**config.mk**
```make
export PLATFORM = sky130hd
export DESIGN_NAME = button_click_long_press_fsm
export DESIGN_NICKNAME = d
export VERILOG_FILES = /design/src/rtl/bclp_pkg.sv /design/src/rtl/bclp_cfg.sv /design/src/rtl/bclp_button.sv /design/src/rtl/button_click_long_press_fsm.sv
export SDC_FILE = /design/constraint.sdc
export NUM_CORES = 1
export LEC_CHECK = 0
export ABC_AREA = 0
export BUFFER_PORTS_ARGS = -buffer_cell sky130_fd_sc_hd__buf_4
export CAP_MARGIN = 25
export CORE_AREA = 8 8 238 240
export DETAILED_ROUTE_END_ITERATION = 16
export DIE_AREA = 0 0 246 248
export PLACE_DENSITY_LB_ADDON = 0.15
export SYNTH_ARGS = -nofsm -noshare
export SYNTH_HDL_FRONTEND = slang
export SYNTH_HIERARCHICAL = 1
export SYNTH_SLANG_ARGS = --single-unit
```
**constraint.sdc**
```tcl
create_clock -name clk_i -period 9.75 [get_ports clk_i]
set_clock_uncertainty 0.1 [all_clocks]
set_input_delay 0.4875 -clock clk_i [delete_from_list [all_inputs] [get_ports clk_i]]
set_output_delay 0.4875 -clock clk_i [all_outputs]
set_load 0.02 [all_outputs]
```
**src/rtl/bclp_pkg.sv**
```systemverilog
// ----------------------------------------------------------------------------
// bclp_pkg
// Shared types and constants of the button click / long press scanner:
// request and result payloads, register map, event codes, reset values.
// ----------------------------------------------------------------------------
`default_nettype none

package bclp_pkg;

  // Field widths
  localparam int unsigned TimeW    = 32;
  localparam int unsigned PinW     = 4;
  localparam int unsigned EvW      = 8;
  localparam int unsigned ThrW     = 16;
  localparam int unsigned CfgIdxW  = 8;
  localparam int unsigned CfgDataW = 16;

  // Default number of buttons
  localparam int unsigned ButtonCountDef = 4;

  // Register reset values
  localparam logic [ThrW-1:0] DebounceRst   = 16'd50;
  localparam logic [ThrW-1:0] ReleaseGapRst = 16'd150;
  localparam logic [ThrW-1:0] LongPressRst  = 16'd800;
  localparam logic [PinW-1:0] ActLowRst     = 4'hF;

  // Register map
  typedef enum logic [CfgIdxW-1:0] {
    CfgDebounce   = 8'd0,
    CfgReleaseGap = 8'd1,
    CfgLongPress  = 8'd2,
    CfgActiveLow  = 8'd3
  } cfg_idx_e;

  // Per-button event codes
  typedef enum logic [1:0] {
    EvNone    = 2'd0,
    EvClick   = 2'd1,
    EvLong    = 2'd2,
    EvRelease = 2'd3
  } ev_e;

  // Configuration register contents
  typedef struct packed {
    logic [ThrW-1:0] debounce_ms;
    logic [ThrW-1:0] release_gap_ms;
    logic [ThrW-1:0] long_press_ms;
    logic [PinW-1:0] active_low_mask;
  } cfg_t;

  // Request payload: one scan
  typedef struct packed {
    logic [TimeW-1:0] time_now;
    logic [PinW-1:0]  pin_levels;
  } req_t;

  // Result payload
  typedef struct packed {
    logic [EvW-1:0] button_events;
    logic           any_event;
  } res_t;

endpackage

`default_nettype wire

```
**src/rtl/bclp_cfg.sv**
```systemverilog
// ----------------------------------------------------------------------------
// bclp_cfg
// Configuration register file: debounce, release gap and long press
// thresholds plus the active-low mask. Unknown indexes are dropped.
// ----------------------------------------------------------------------------
`default_nettype none

module bclp_cfg (
  input  wire logic                          clk_i,
  input  wire logic                          rst_ni,
  input  wire logic                          wr_en_i,
  input  wire logic [bclp_pkg::CfgIdxW-1:0]  wr_index_i,
  input  wire logic [bclp_pkg::CfgDataW-1:0] wr_data_i,
  output bclp_pkg::cfg_t                     cfg_o
);
  import bclp_pkg::*;

  cfg_t cfg_q, cfg_d;

  // Decode the write index
  always_comb begin
    cfg_d = cfg_q;
    if (wr_en_i) begin
      unique case (wr_index_i)
        CfgDebounce:   cfg_d.debounce_ms     = wr_data_i[ThrW-1:0];
        CfgReleaseGap: cfg_d.release_gap_ms  = wr_data_i[ThrW-1:0];
        CfgLongPress:  cfg_d.long_press_ms   = wr_data_i[ThrW-1:0];
        CfgActiveLow:  cfg_d.active_low_mask = wr_data_i[PinW-1:0];
        default:       cfg_d = cfg_q;
      endcase
    end
  end

  // Hold the registers
  always_ff @(posedge clk_i or negedge rst_ni) begin
    if (!rst_ni) begin
      cfg_q.debounce_ms     <= DebounceRst;
      cfg_q.release_gap_ms  <= ReleaseGapRst;
      cfg_q.long_press_ms   <= LongPressRst;
      cfg_q.active_low_mask <= ActLowRst;
    end else begin
      cfg_q <= cfg_d;
    end
  end

  assign cfg_o = cfg_q;

endmodule

`default_nettype wire

```
**src/rtl/bclp_button.sv**
```systemverilog
// ----------------------------------------------------------------------------
// bclp_button
// Per-button state machine: debounce, click, long press and release
// detection against a wrapping millisecond timestamp.
// ----------------------------------------------------------------------------
`default_nettype none

module bclp_button (
  input  wire logic                        clk_i,
  input  wire logic                        rst_ni,
  input  wire logic                        en_i,
  input  wire logic                        act_i,
  input  wire logic [bclp_pkg::TimeW-1:0]  now_i,
  input  wire bclp_pkg::cfg_t              cfg_i,
  output bclp_pkg::ev_e                    ev_o
);
  import bclp_pkg::*;

  typedef enum logic [2:0] {
    PhIdle    = 3'd0,
    PhDown    = 3'd1,
    PhCounter = 3'd2,
    PhPress   = 3'd3,
    PhUp      = 3'd4,
    PhLong    = 3'd5,
    PhRelease = 3'd6
  } phase_e;

  phase_e           phase_q, phase_d;
  logic [TimeW-1:0] stamp_q, stamp_d;
  logic [1:0]       cnt_q, cnt_d;
  logic [TimeW-1:0] dt;
  ev_e              ev;

  // Elapsed time, wrapping
  assign dt = now_i - stamp_q;

  // Next phase and event
  always_comb begin
    phase_d = phase_q;
    stamp_d = stamp_q;
    cnt_d   = cnt_q;
    ev      = EvNone;
    unique case (phase_q)
      PhIdle: begin
        if (act_i) begin
          phase_d = PhDown;
          cnt_d   = 2'd0;
          stamp_d = now_i;
        end
      end
      PhDown: begin
        if (!act_i) begin
          phase_d = PhUp;
          stamp_d = now_i;
        end else if (dt > {{(TimeW-ThrW){1'b0}}, cfg_i.debounce_ms}) begin
          phase_d = PhCounter;
        end
      end
      PhCounter: begin
        phase_d = PhPress;
        // Saturate at three
        if (cnt_q != 2'd3) cnt_d = cnt_q + 2'd1;
        if (cnt_d == 2'd1) ev = EvClick;
      end
      PhPress: begin
        if (!act_i) begin
          phase_d = PhUp;
          stamp_d = now_i;
        end else if (dt > {{(TimeW-ThrW){1'b0}}, cfg_i.long_press_ms}) begin
          phase_d = PhLong;
          ev      = EvLong;
        end
      end
      PhUp: begin
        if (act_i) begin
          phase_d = PhDown;
          stamp_d = now_i;
        end else if (dt > {{(TimeW-ThrW){1'b0}}, cfg_i.release_gap_ms}) begin
          phase_d = PhRelease;
          ev      = EvRelease;
        end
      end
      PhLong: begin
        if (!act_i) begin
          phase_d = PhRelease;
          ev      = EvRelease;
        end
      end
      PhRelease: begin
        stamp_d = now_i;
        cnt_d   = 2'd0;
        phase_d = PhIdle;
      end
      default: phase_d = PhIdle;
    endcase
  end

  // Advance state once per scan
  always_ff @(posedge clk_i or negedge rst_ni) begin
    if (!rst_ni) begin
      phase_q <= PhIdle;
      stamp_q <= '0;
      cnt_q   <= 2'd0;
    end else if (en_i) begin
      phase_q <= phase_d;
      stamp_q <= stamp_d;
      cnt_q   <= cnt_d;
    end
  end

  assign ev_o = ev;

endmodule

`default_nettype wire

```
**src/rtl/button_click_long_press_fsm.sv**
```systemverilog
// ----------------------------------------------------------------------------
// button_click_long_press_fsm
// Button scanner top level: request register, per-button state machines,
// result register and configuration registers.
// ----------------------------------------------------------------------------
// Each request is one scan (millisecond timestamp plus raw pin levels) and
// gives exactly one result with a 2-bit event per button (none, click, long
// press, release) and an any-event flag. While the result side is not stalled,
// a scan is taken every clock cycle: it is captured in the request register,
// then the button machines step while the result register loads, and the
// throughput is one scan per cycle. Only output stall holds the pipe back.
// Configuration writes are always taken (ready is tied high) and should be
// made while no scan is in flight. Buttons past the fourth see a zero pin
// level and never leave idle.
`default_nettype none

module button_click_long_press_fsm #(
  parameter int unsigned BUTTON_COUNT = bclp_pkg::ButtonCountDef
) (
  input  wire logic                          clk_i,
  input  wire logic                          rst_ni,
  // Scan requests
  input  wire logic                          in_valid_i,
  output logic                               in_stall_o,
  input  wire bclp_pkg::req_t                in_req_i,
  // Results
  output logic                               out_valid_o,
  input  wire logic                          out_stall_i,
  output bclp_pkg::res_t                     out_res_o,
  // Configuration writes
  input  wire logic                          cfg_valid_i,
  output logic                               cfg_ready_o,
  input  wire logic [bclp_pkg::CfgIdxW-1:0]  cfg_index_i,
  input  wire logic [bclp_pkg::CfgDataW-1:0] cfg_data_i
);
  import bclp_pkg::*;

  localparam int unsigned SlotCnt = (BUTTON_COUNT < EvW / 2) ? BUTTON_COUNT : EvW / 2;

  cfg_t  cfg;
  logic  req_valid_q, req_valid_d;
  req_t  req_q;
  logic  out_valid_q, out_valid_d;
  res_t  res_q, res_d;
  logic  out_free;
  logic  adv;
  logic  in_acc;
  ev_e   ev [BUTTON_COUNT];
  logic [BUTTON_COUNT-1:0] ev_hit;

  // Configuration registers
  assign cfg_ready_o = 1'b1;

  bclp_cfg u_cfg (
    .clk_i      (clk_i),
    .rst_ni     (rst_ni),
    .wr_en_i    (cfg_valid_i & cfg_ready_o),
    .wr_index_i (cfg_index_i),
    .wr_data_i  (cfg_data_i),
    .cfg_o      (cfg)
  );

  // Pipeline flow control
  assign out_free   = !out_valid_q || !out_stall_i;
  assign adv        = req_valid_q && out_free;
  assign in_stall_o = req_valid_q && !out_free;
  assign in_acc     = in_valid_i && !in_stall_o;

  always_comb begin
    req_valid_d = req_valid_q;
    if (in_acc) req_valid_d = 1'b1;
    else if (adv) req_valid_d = 1'b0;
  end

  // Request register
  always_ff @(posedge clk_i or negedge rst_ni) begin
    if (!rst_ni) begin
      req_valid_q <= 1'b0;
    end else begin
      req_valid_q <= req_valid_d;
    end
  end

  always_ff @(posedge clk_i) begin
    if (in_acc) req_q <= in_req_i;
  end

  // Per-button state machines
  for (genvar b = 0; b < BUTTON_COUNT; b++) begin : g_btn
    logic act;
    if (b < PinW) begin : g_pin
      assign act = req_q.pin_levels[b] ^ cfg.active_low_mask[b];
    end else begin : g_nopin
      assign act = 1'b0;
    end

    bclp_button u_btn (
      .clk_i  (clk_i),
      .rst_ni (rst_ni),
      .en_i   (adv),
      .act_i  (act),
      .now_i  (req_q.time_now),
      .cfg_i  (cfg),
      .ev_o   (ev[b])
    );

    assign ev_hit[b] = (ev[b] != EvNone);
  end

  // Pack events into the result
  always_comb begin
    res_d = '0;
    for (int b = 0; b < SlotCnt; b++) begin
      res_d.button_events[2*b +: 2] = ev[b];
    end
    res_d.any_event = |ev_hit;
  end

  always_comb begin
    out_valid_d = out_valid_q;
    if (adv) out_valid_d = 1'b1;
    else if (!out_stall_i) out_valid_d = 1'b0;
  end

  // Result register
  always_ff @(posedge clk_i or negedge rst_ni) begin
    if (!rst_ni) begin
      out_valid_q <= 1'b0;
    end else begin
      out_valid_q <= out_valid_d;
    end
  end

  always_ff @(posedge clk_i) begin
    if (adv) res_q <= res_d;
  end

  assign out_valid_o = out_valid_q;
  assign out_res_o   = res_q;

  // Assertions
  a_stall_needs_req: assert property (@(posedge clk_i) disable iff (!rst_ni)
    in_stall_o |-> req_valid_q)
    else $error("input stalled with an empty request register");

  a_adv_loads_result: assert property (@(posedge clk_i) disable iff (!rst_ni)
    adv |=> out_valid_o)
    else $error("request advanced but no result appeared");

  a_held_req_kept: assert property (@(posedge clk_i) disable iff (!rst_ni)
    (req_valid_q && out_valid_o && out_stall_i) |=> req_valid_q)
    else $error("request dropped while the result was stalled");

  a_any_matches: assert property (@(posedge clk_i) disable iff (!rst_ni)
    out_valid_o |-> ((BUTTON_COUNT > EvW / 2) ||
                     (out_res_o.any_event == (out_res_o.button_events != '0))))
    else $error("any_event disagrees with button_events");

endmodule

`default_nettype wire

```
# Yosys cells after proc, flatten, opt, wreduce, memory -nomap -nowiden
# Index checks and enable logic that the tools add are counted.
# classes
reduce_logical,51
magnitude_cmp,12
mux,96
n_eq_ne,64
bitwise,4
add_sub_neg,8
# ops
cell,n
greater-than comparator 32 x 16 -> 1 bit,12
one-hot mux 32 bit (3 select lines),4
two-way mux 32 bit,8
subtractor 32 bit,4
two-way mux 3 bit,32
one-hot mux 3 bit (6 select lines),4
two-way mux 2 bit,32
equality test 3 bit (second input constant),12
one-hot mux 2 bit (4 select lines),4
equality test 3 x 2 -> 1 bit (second input constant),8
!= test 2 bit (second input constant),12
!= test 3 bit (second input constant),8
one-hot mux 2 bit (3 select lines),4
AND reduction 6 bit,4
nonzero test 3 bit,8
!= test 2 x 1 -> 1 bit (second input constant),9
equality test 8 x 2 -> 1 bit (second input constant),2
AND reduction 4 bit,4
OR reduction 2 bit,8
equality test 3 x 1 -> 1 bit (second input constant),4
zero test 3 bit,4
!= test 3 x 1 -> 1 bit (second input constant),4
AND reduction 3 bit,4
nonzero test 2 bit,5
other kinds (11),35
# totals
out_inout_bits,12
reg_bits,247
elab_cells,257

# Longest topological paths before layout
# Gate-level depths: netlist of run 1.
# logic_depth
ltp_word,8
ltp_mapped,22
mapped_depth_nobuf,22

# By module
# The synthesis of run 1 kept the hierarchy.
# modules_own_cells
mod,cells_each,seq_area_each_um2,area_each_um2,n_inst
bclp_button (g_btn[1].u_btn),640,925.9,5141.2,1
bclp_button (g_btn[2].u_btn),617,925.9,5028.6,1
bclp_button (g_btn[3].u_btn),632,925.9,5019.8,1
bclp_button (g_btn[0].u_btn),595,925.9,4765.8,1
bclp_cfg,114,1318.8,2031.9,1
button_click_long_press_fsm,62,1401.3,1500.2,1

# Least setup slack after synthesis of run 1
# Ideal clock, no wire load.
# synth_path
path_type,register to register
startpoint,register req_q[4] (netlist name)
endpoint,register g_btn[2].u_btn.phase_q[1]
path_stages_with_launch,23
setup_slack_ps,5418
period_less_slack_ps,4332
t_required_ps,9515
setup_time_ps,135
n_path_buf,0
arrival_time_ps,4097
cell_sequence,edfxtp_1 inv_1 ha_1 fa_1 nand2b_1 a21oi_2 o21a_4 nor2_4 o21ai_2 a21o_1 a21oi_1 xnor2_1 ha_1 nand4_1 or2_2 a211oi_1 nor3_1 a21oi_1 a221o_1 o41ai_1 a41oi_2 mux2i_1 o311ai_1
# synth_via
elab_chain_len,4
# synth_rtl
item,line_no,text
"start, declared",button_click_long_press_fsm.sv:42,req_t req_q;
"start signal, assigned",button_click_long_press_fsm.sv:85,if (in_acc) req_q <= in_req_i;
subtractor 32 bit (*),bclp_button.sv:36,assign dt = now_i - stamp_q;
greater-than comparator 32 x 16 -> 1 bit (on tied branches),"bclp_button.sv:79, bclp_button.sv:56, bclp_button.sv:70",
!= test 3 x 1 -> 1 bit (no source line) or != test 3 bit (tied branches),--,
AND reduction 6 bit (no source line) (*),--,
"end signal, assigned",bclp_button.sv:102,phase_q <= PhIdle;
"end signal, assigned",bclp_button.sv:106,phase_q <= phase_d;
"end, declared",bclp_button.sv:29,"phase_e phase_q, phase_d;"
# Every way passes the cells marked *; elsewhere a longest branch is shown, timed or not.
# A chain may end at the register's enable or synchronous reset.

==> results of run 1 <==
## flip-flops by register name, indices dropped and copies added, names as in the netlist
signal               count
g_btn.u_btn/stamp_q    128
u_cfg/cfg_o             52
req_q                   36
g_btn.u_btn/phase_q     12
out_res_o                9
g_btn.u_btn/cnt_q        8
out_valid_o              1
req_valid_q              1
## routing by layer
metal	track usage	routed length, um
met4	0.0808	2570
met3	0.0274	3850
met2	0.402	34200
met1	0.334	35400
met5	0	0
## synthesized netlist by cell type (30+ instances only)
cell type / count
clkbuf_1: 30
nor3_1: 49
dfrtp_1: 188
o21ai_0: 114
nand4_1: 72
o21a_1: 39
a21oi_1: 204
ha_1: 316
edfxtp_1: 45
mux2_2: 180
o211ai_1: 35
a21o_1: 69
xnor2_1: 50
xor2_1: 30
nor2_1: 140
inv_1: 359
nand2_1: 186
nand3_1: 44
## worst max path at each step
stage	endpoint	slack, ns	startpoint
after floorplan	g_btn[2].u_btn/phase_q[1]	5.42	req_q[4]
after global placement	out_res_o[0]	3.79	req_q[5]
after detailed placement	out_res_o[0]	4.26	req_q[5]
after CTS	out_res_o[0]	4.22	req_q[5]
after global routing	out_res_o[0]	3.82	req_q[7]
final	out_res_o[0]	4.15	req_q[5]
## cells by family (layout without fill, tap and decap cells)
family / Yosys count / count (layout) / synth area share
AO/OA/AOI/OAI: 710 / 710 / 0.207
buffers and inverters: 437 / 550 / 0.0762
flip-flops: 247 / 247 / 0.273
multiplexers: 189 / 189 / 0.0903
XOR/XNOR: 80 / 80 / 0.0298
adder cells (fa/ha/maj): 320 / 320 / 0.172
other: 1 / 1 / 0.000160
AND/OR/NAND/NOR: 676 / 676 / 0.151
## per-stage QoR
step	hold WS, ns	util	setup slack, ns	total power (uW)
floorplan	0.0919	-	5.42	6720
global placement	0.368	0.464	3.79	8420
detailed placement	0.379	0.464	4.26	8570
CTS	0.000536	0.492	4.22	9820
global route	0.00905	0.493	3.82	10800
finish	0.0434	0.493	4.15	9880
## power by group
group / internal [uW] / switching, uW / leakage [uW]
Combinational: 2840 / 4190 / 0.00784
Clock: 671 / 501 / 0.000489
Sequential: 1400 / 281 / 0.00290
## layout make-up
class	count	area, um^2
repair buffers	133	1150
well taps	696	871
fillers	5082	26900
clock buffers	40	841
clock inverters	18	191
flip-flops and latches	247	6420
inverters	359	1350
multi-input cells	1976	15300
==> metrics.md, run 1 <==
| Metric | Value |
|---|---|
| Status | `completed` |
| Number of global-route vias before repair | `20000` |
| DP HPWL | `59600 um` |
| CP bufs+invs | `2` |
| Drt initial violations | `1384` |
| Remaining Overflow, GRT | `0` |
| Via/cell ratio | `5.89` |
| CTS clock-pin slew for the worst setup and hold paths | `0.07 ns` |
| Most frequent cells in the layout | `inv_1 (359), ha_1 (316), a21oi_1 (204), dfrtp_1 (188), nand2_1 (186)` |
| ANT cells | `0` |
| Area Growth Syn to Fin | `11.3%` |
| Largest net degree at the start of global routing | `87` |
| Finish-stage setup viols | `0` |
| Final Hold Fails | `0` |
| H-tree Lvls | `1` |
| Flip-flop and latch count after synthesis | `247` |
| Sink Count | `247` |
| CTS Root Cell | `clkbuf_16` |
| Num CTS Buffers | `31` |
| Worst reg2reg setup slack | `4.15 ns` |
| Antenna-violating nets left | `0` |
| Core area | `53100 um^2` |
| DRC viols | `0` |
| Finished Cell Area | `26100 um^2` |
| Hold_sp | `cfg_data_i[7]` |
| Layout cells sized above 1 | `0.157` |
| Die Y | `248 um` |
| Vias | `20400` |
| Syn Inst Count | `2660` |
| Critical path's slowest cell | `a2111oi_2` |
| Finished Layout Cells | `3469` |
| Max clock buf depth | `3` |
| CTS tree | `done` |
| Fin crit share | `0.574` |
| Initial antenna violation count | `0` |
| Setup CP Type | `reg -> reg` |
| Layout Nets | `3133` |
| Post-Route WL | `76100 um` |
| Async set-or-reset flop fraction in the synthesized netlist | `0.818` |
| Hold Path End | `u_cfg/cfg_o[11]` |
| CP Capture Type | `register` |
| Yosys top cell area share | `0.200` |
| Row count | `85` |
| Peak Freq | `179 MHz` |
| WL/cell | `21.9 um` |
| CP max FO | `8` |
| Worst-skew pair later-pin latency | `0.61 ns` |
| VDD IR max | `0.000177 V` |
| Post-synth EDFFs | `45` |
| Crit-path max cell delay | `0.61 ns` |
| Crit-path leading delay family | `compound AO/OA/AOI/OAI gates` |
| DR pass1 iterations | `5` |
| Routability cong. | `0.944` |
| Die area | `61000 um^2` |
| Largest area contributor in the netlist | `dfrtp_1` |
| Leakage | `0.0112 uW` |
| CP Launch Type | `register` |
| Post-route minimum period | `5.60 ns` |
| Commonest non-fill, non-tap cell in the layout | `inv_1` |
| Cell depth of the worst flop-to-flop path | `18` |
| Max cap viols | `0` |
| Hold path depth | `2` |
| Post-Synthesis Cell Area | `23500 um^2` |
| Initial Utilization | `0.443` |
| First-pass GRT wire length | `117000 um` |
| Mapped Avg Cell Area | `8.83 um^2` |
| Crit-path cells | `inv_1 -> fa_1 -> nor2b_1 -> o2111ai_1 -> a2111oi_2 -> nor2_1 -> xnor2_1 -> ha_1 -> nand4_1 -> nor2_1 -> a311oi_1 -> o41ai_1 -> nand2_1 -> a21o_1 -> o21ai_0 -> nor4_1 -> buf_2 -> nand2_1` |
| Post-CTS Setup Bufs | `0` |
| Netlist cell types | `116` |
| PortBufs | `75` |
| Hold WC Path Type | `in -> reg` |
| Worst-margin pin slew | `0.861 ns` |
| Gr usage total | `0.245` |
| Warnings, synthesis | `6` |
| # IOs | `77` |
| Post_cts resized | `0` |
| FF-to-FF End | `out_res_o[0]` |
| Max-slew violations | `0` |
| Worst path required time | `10.01 ns` |
| Worst EP arrival | `5.86 ns` |
| PD cells | `378 nW/um^2` |
| RSZ-0062 raised after global routing | `no` |
| Die W | `246 um` |
| Reg2reg start | `req_q[5]` |
| Main area contributors after synthesis | `dfrtp_1 (20%), ha_1 (17%), mux2_2 (8.6%), edfxtp_1 (5.8%), inv_1 (5.7%)` |
| Placed Instances | `3367` |
| TNS Setup | `0 ns` |
| Syn Nets | `3045` |
| Slew margin rel. | `0.420` |
| Cts hold-fix bufs | `42` |
| Placement Cell Area | `24600 um^2` |
| Sequential area share after synthesis | `0.273` |
| Post-synth top flop | `dfrtp_1` |
| Stages on the worst setup path | `18` |
No activity file was read; power rests on OpenSTA's default activity.
==> inputs of run 2 (changes only) <==
==> constraint.sdc (replaced) <==
create_clock -name clk_i -period 4.6 [get_ports clk_i]
set_clock_uncertainty 0.1 [all_clocks]
set_input_delay 0.23 -clock clk_i [delete_from_list [all_inputs] [get_ports clk_i]]
set_output_delay 0.23 -clock clk_i [all_outputs]
set_load 0.02 [all_outputs]
==> run 2 against run 1 <==
Effect of this change: cell count rose by 6.9%; hold slack improved by 0.035 ns; clock-buffer cell count did not move; utilization rose by 5.0 points; sequential share of layout area fell by 2.3 points.
==> metrics.md, run 2 (same netlist as run 1, synthesis figures left out) <==
| Metric | Value |
|---|---|
| Worst path required time | `4.86 ns (-5.15 ns)` |
| CP Capture Type | `register` |
| H-tree Lvls | `1 (unchanged)` |
| Reg2reg start | `req_q[5]` |
| Hold WC Path Type | `in -> reg` |
| CP bufs+invs | `2 (unchanged)` |
| Status | `completed` |
| Hold Path End | `u_cfg/cfg_o[0]` |
| Commonest non-fill, non-tap cell in the layout | `inv_1` |
| PortBufs | `75 (unchanged)` |
| Worst-margin pin slew | `0.967 ns (+0.106 ns)` |
| Setup CP Type | `reg -> reg` |
| Final Hold Fails | `0 (unchanged)` |
| Switch Pwr | `11200 uW (+130%)` |
| Cell depth of the worst flop-to-flop path | `22 (+4)` |
| Slew margin rel. | `0.353 (-0.0669)` |
| Initial Utilization | `0.443 (unchanged)` |
| WL/cell | `20.9 um (-4.5%)` |
| Crit-path cells | `buf_4 -> ha_1 -> nor2b_2 -> o2111ai_2 -> nand2_1 -> a21oi_2 -> o21bai_1 -> a21oi_1 -> o21bai_1 -> xor2_1 -> buf_4 -> ha_1 -> a21o_1 -> a21o_1 -> a21oi_1 -> nor2_1 -> a2111oi_2 -> a31o_2 -> a21oi_1 -> a21o_1 -> nor4_1 -> nand2_1` |
| Initial antenna violation count | `1 (+1)` |
| Seq pwr share | `0.150 (-0.020)` |
| Clk network pwr share | `0.112 (-0.007)` |
| Remaining Overflow, GRT | `0 (unchanged)` |
| Die Y | `248 um (unchanged)` |
| Max cap viols | `0 (unchanged)` |
| Drt initial violations | `1261 (-8.9%)` |
| Leakage | `0.0126 uW (+12%)` |
| Finish-stage setup viols | `0 (unchanged)` |
| FF-to-FF End | `out_res_o[0]` |
| Top reg by flops | `g_btn.u_btn/stamp_q` |
| Number of fillers in the final layout | `4854 (-4.5%)` |
| Max clock buf depth | `3 (unchanged)` |
| TNS Setup | `0 ns (unchanged)` |
| Max reg flops | `128 (unchanged)` |
| Peak Freq | `222 MHz (+24%)` |
| Worst EP arrival | `4.76 ns (-1.10 ns)` |
| Post-route minimum period | `4.50 ns (-1.09 ns)` |
| Number of global-route vias before repair | `21200 (+5.8%)` |
| Max-slew violations | `0 (unchanged)` |
| Row count | `85 (unchanged)` |
| Most frequent cells in the layout | `inv_1 (358), buf_4 (311), ha_1 (299), a21oi_1 (189), dfrtp_1 (188)` |
| Core area | `53100 um^2 (unchanged)` |
| Sink Count | `247 (unchanged)` |
| Post-Route WL | `77700 um (+2.1%)` |
| Pre-CTS WS | `-0.202 ns (-4.46 ns)` |
| CP Launch Type | `register` |
| Switching Share | `0.476 (-0.0273)` |
| Fin worst setup slack | `0.0968 ns (-4.06 ns)` |
| Worst reg2reg setup slack | `0.1 ns (-4.06 ns)` |
| Die W | `246 um (unchanged)` |
| Hold_sp | `cfg_index_i[0]` |
| First-pass GRT wire length | `120000 um (+2.1%)` |
| CTS tree | `done` |
| Antenna-violating nets left | `0 (unchanged)` |
| Layout Nets | `3375 (+7.7%)` |
| CP max FO | `3 (-5)` |
| CTS Root Cell | `clkbuf_16` |
| Placement Cell Area | `26200 um^2 (+6.3%)` |
| Fin crit share | `0.979 (+0.405)` |
| Gr usage total | `0.248 (+0.00312)` |
| Area Growth Syn to Fin | `22.6%` |
| ANT cells | `0 (unchanged)` |
| # IOs | `77 (unchanged)` |
| DP HPWL | `62500 um (+4.9%)` |
| Routability cong. | `0.927 (-1.8%)` |
| Hold path depth | `3 (+1)` |
| Via/cell ratio | `5.71 (-3.0%)` |
| Crit-path leading delay family | `compound AO/OA/AOI/OAI gates` |
| Worst-skew pair later-pin latency | `0.62 ns (about the same)` |
| Crit-path max cell delay | `0.43 ns (-0.18 ns)` |
| DRC viols | `0 (unchanged)` |
| Finished Cell Area | `28800 um^2 (+10%)` |
| Critical path's slowest cell | `edfxtp_1` |
| DR pass1 iterations | `5 (unchanged)` |
| CTS clock-pin slew for the worst setup and hold paths | `0.06 ns (about the same)` |
| Die area | `61000 um^2 (unchanged)` |
| Num CTS Buffers | `30 (-3.2%)` |
| Logic gate share of total power | `0.738 (+0.027)` |
| Vias | `21200 (+3.7%)` |
| Layout cells sized above 1 | `0.253 (+0.0970)` |
| Largest net degree at the start of global routing | `107 (+23%)` |
| Pint | `12300 uW (+150%)` |
| VDD IR max | `0.000349 V (+97%)` |
| RSZ-0062 raised after global routing | `yes` |
| PD cells | `818 nW/um^2 (+120%)` |
## run 2: changes by cell type in the layout (fill, tap and decap cells not counted), sizes merged
cell,before,now
buf,90,319
dlygate4sd3,42,56
inv,365,360
bufinv,2,5
clkinv,5,8
clkinvlp,5,2
## run 2: power by group through the flow
| stage | registers, uW | clock network, uW | logic [uW] |
|---|---|---|---|
| global placement | 3530 | 0 | 15700 |
| CTS | 3530 | 2690 | 16300 |
| detailed placement | 3560 | 0 | 15900 |
| finish | 3540 | 2630 | 17400 |
| global route | 3640 | 2770 | 19100 |
| floorplan | 3340 | 0 | 10900 |
## run 2: layout make-up
class	count	area [um^2]	area share
Sequential cell	247	6420	0.223
Multi-Input combinational cell	1976	16000	0.557
Clock inverter	16	243	0.00843
Inverter	359	1350	0.0469
Tap cell	696	871	0.0302
Clock buffer	40	850	0.0295
Timing Repair Buffer	376	3030	0.105
## run 2: through the flow
stage | total power [uW] | hold slack, ns | utilization | std cells
4_1_cts | 22500 | 0.0308 | 0.529 | 3692
5_1_grt | 25600 | 0.0818 | 0.543 | 3710
6_report | 23600 | 0.0787 | 0.543 | 3710
2_1_floorplan | 14300 | -0.166 | - | 2660
3_3_place_gp | 19200 | 0.308 | 0.493 | 3572
3_5_place_dp | 19500 | 0.309 | 0.494 | 3573
## run 2: worst max-delay path by stage
| stage | startpoint | endpoint | slack, ns | depth (start not counted) |
|---|---|---|---|---|
| finish | req_q[5] | out_res_o[0] | 0.1 | 22 |
| global route | req_q[7] | g_btn[3].u_btn/phase_q[0] | -0.11 | 23 |
| CTS | req_q[5] | out_res_o[0] | 0.008 | 23 |
| detailed placement | req_q[10] | g_btn[2].u_btn/phase_q[1] | -0.20 | 17 |
| global placement | req_q[10] | g_btn[2].u_btn/phase_q[1] | -0.14 | 17 |
| floorplan | req_q[4] | g_btn[2].u_btn/phase_q[1] | 0.27 | 22 |
## run 2: what timing repair did
item | in CTS | in global routing
cloned | 0 | 0
endpoints found under the setup margin | 9 | 13
pin swaps | 10 | 73
hold buffers | 56 | 0
buffers inserted | 7 | 17
resized for setup | 29 | 118
hold endpoints to repair | 189 | 0
## run 2: per-layer routing
layer	part of all wire	global-route usage	vias to the layer above
li1	-	-	10300
met1	0.46	0.330	10200
met2	0.46	0.416	544
met3	0.046	0.0280	131
met4	0.033	0.0822	0
met5	0	0	-
## run 2: tightest hold or removal path: stages
cell and delay, ns:
buf_4 0.12, nand4_1 0.20, mux2_2 0.20
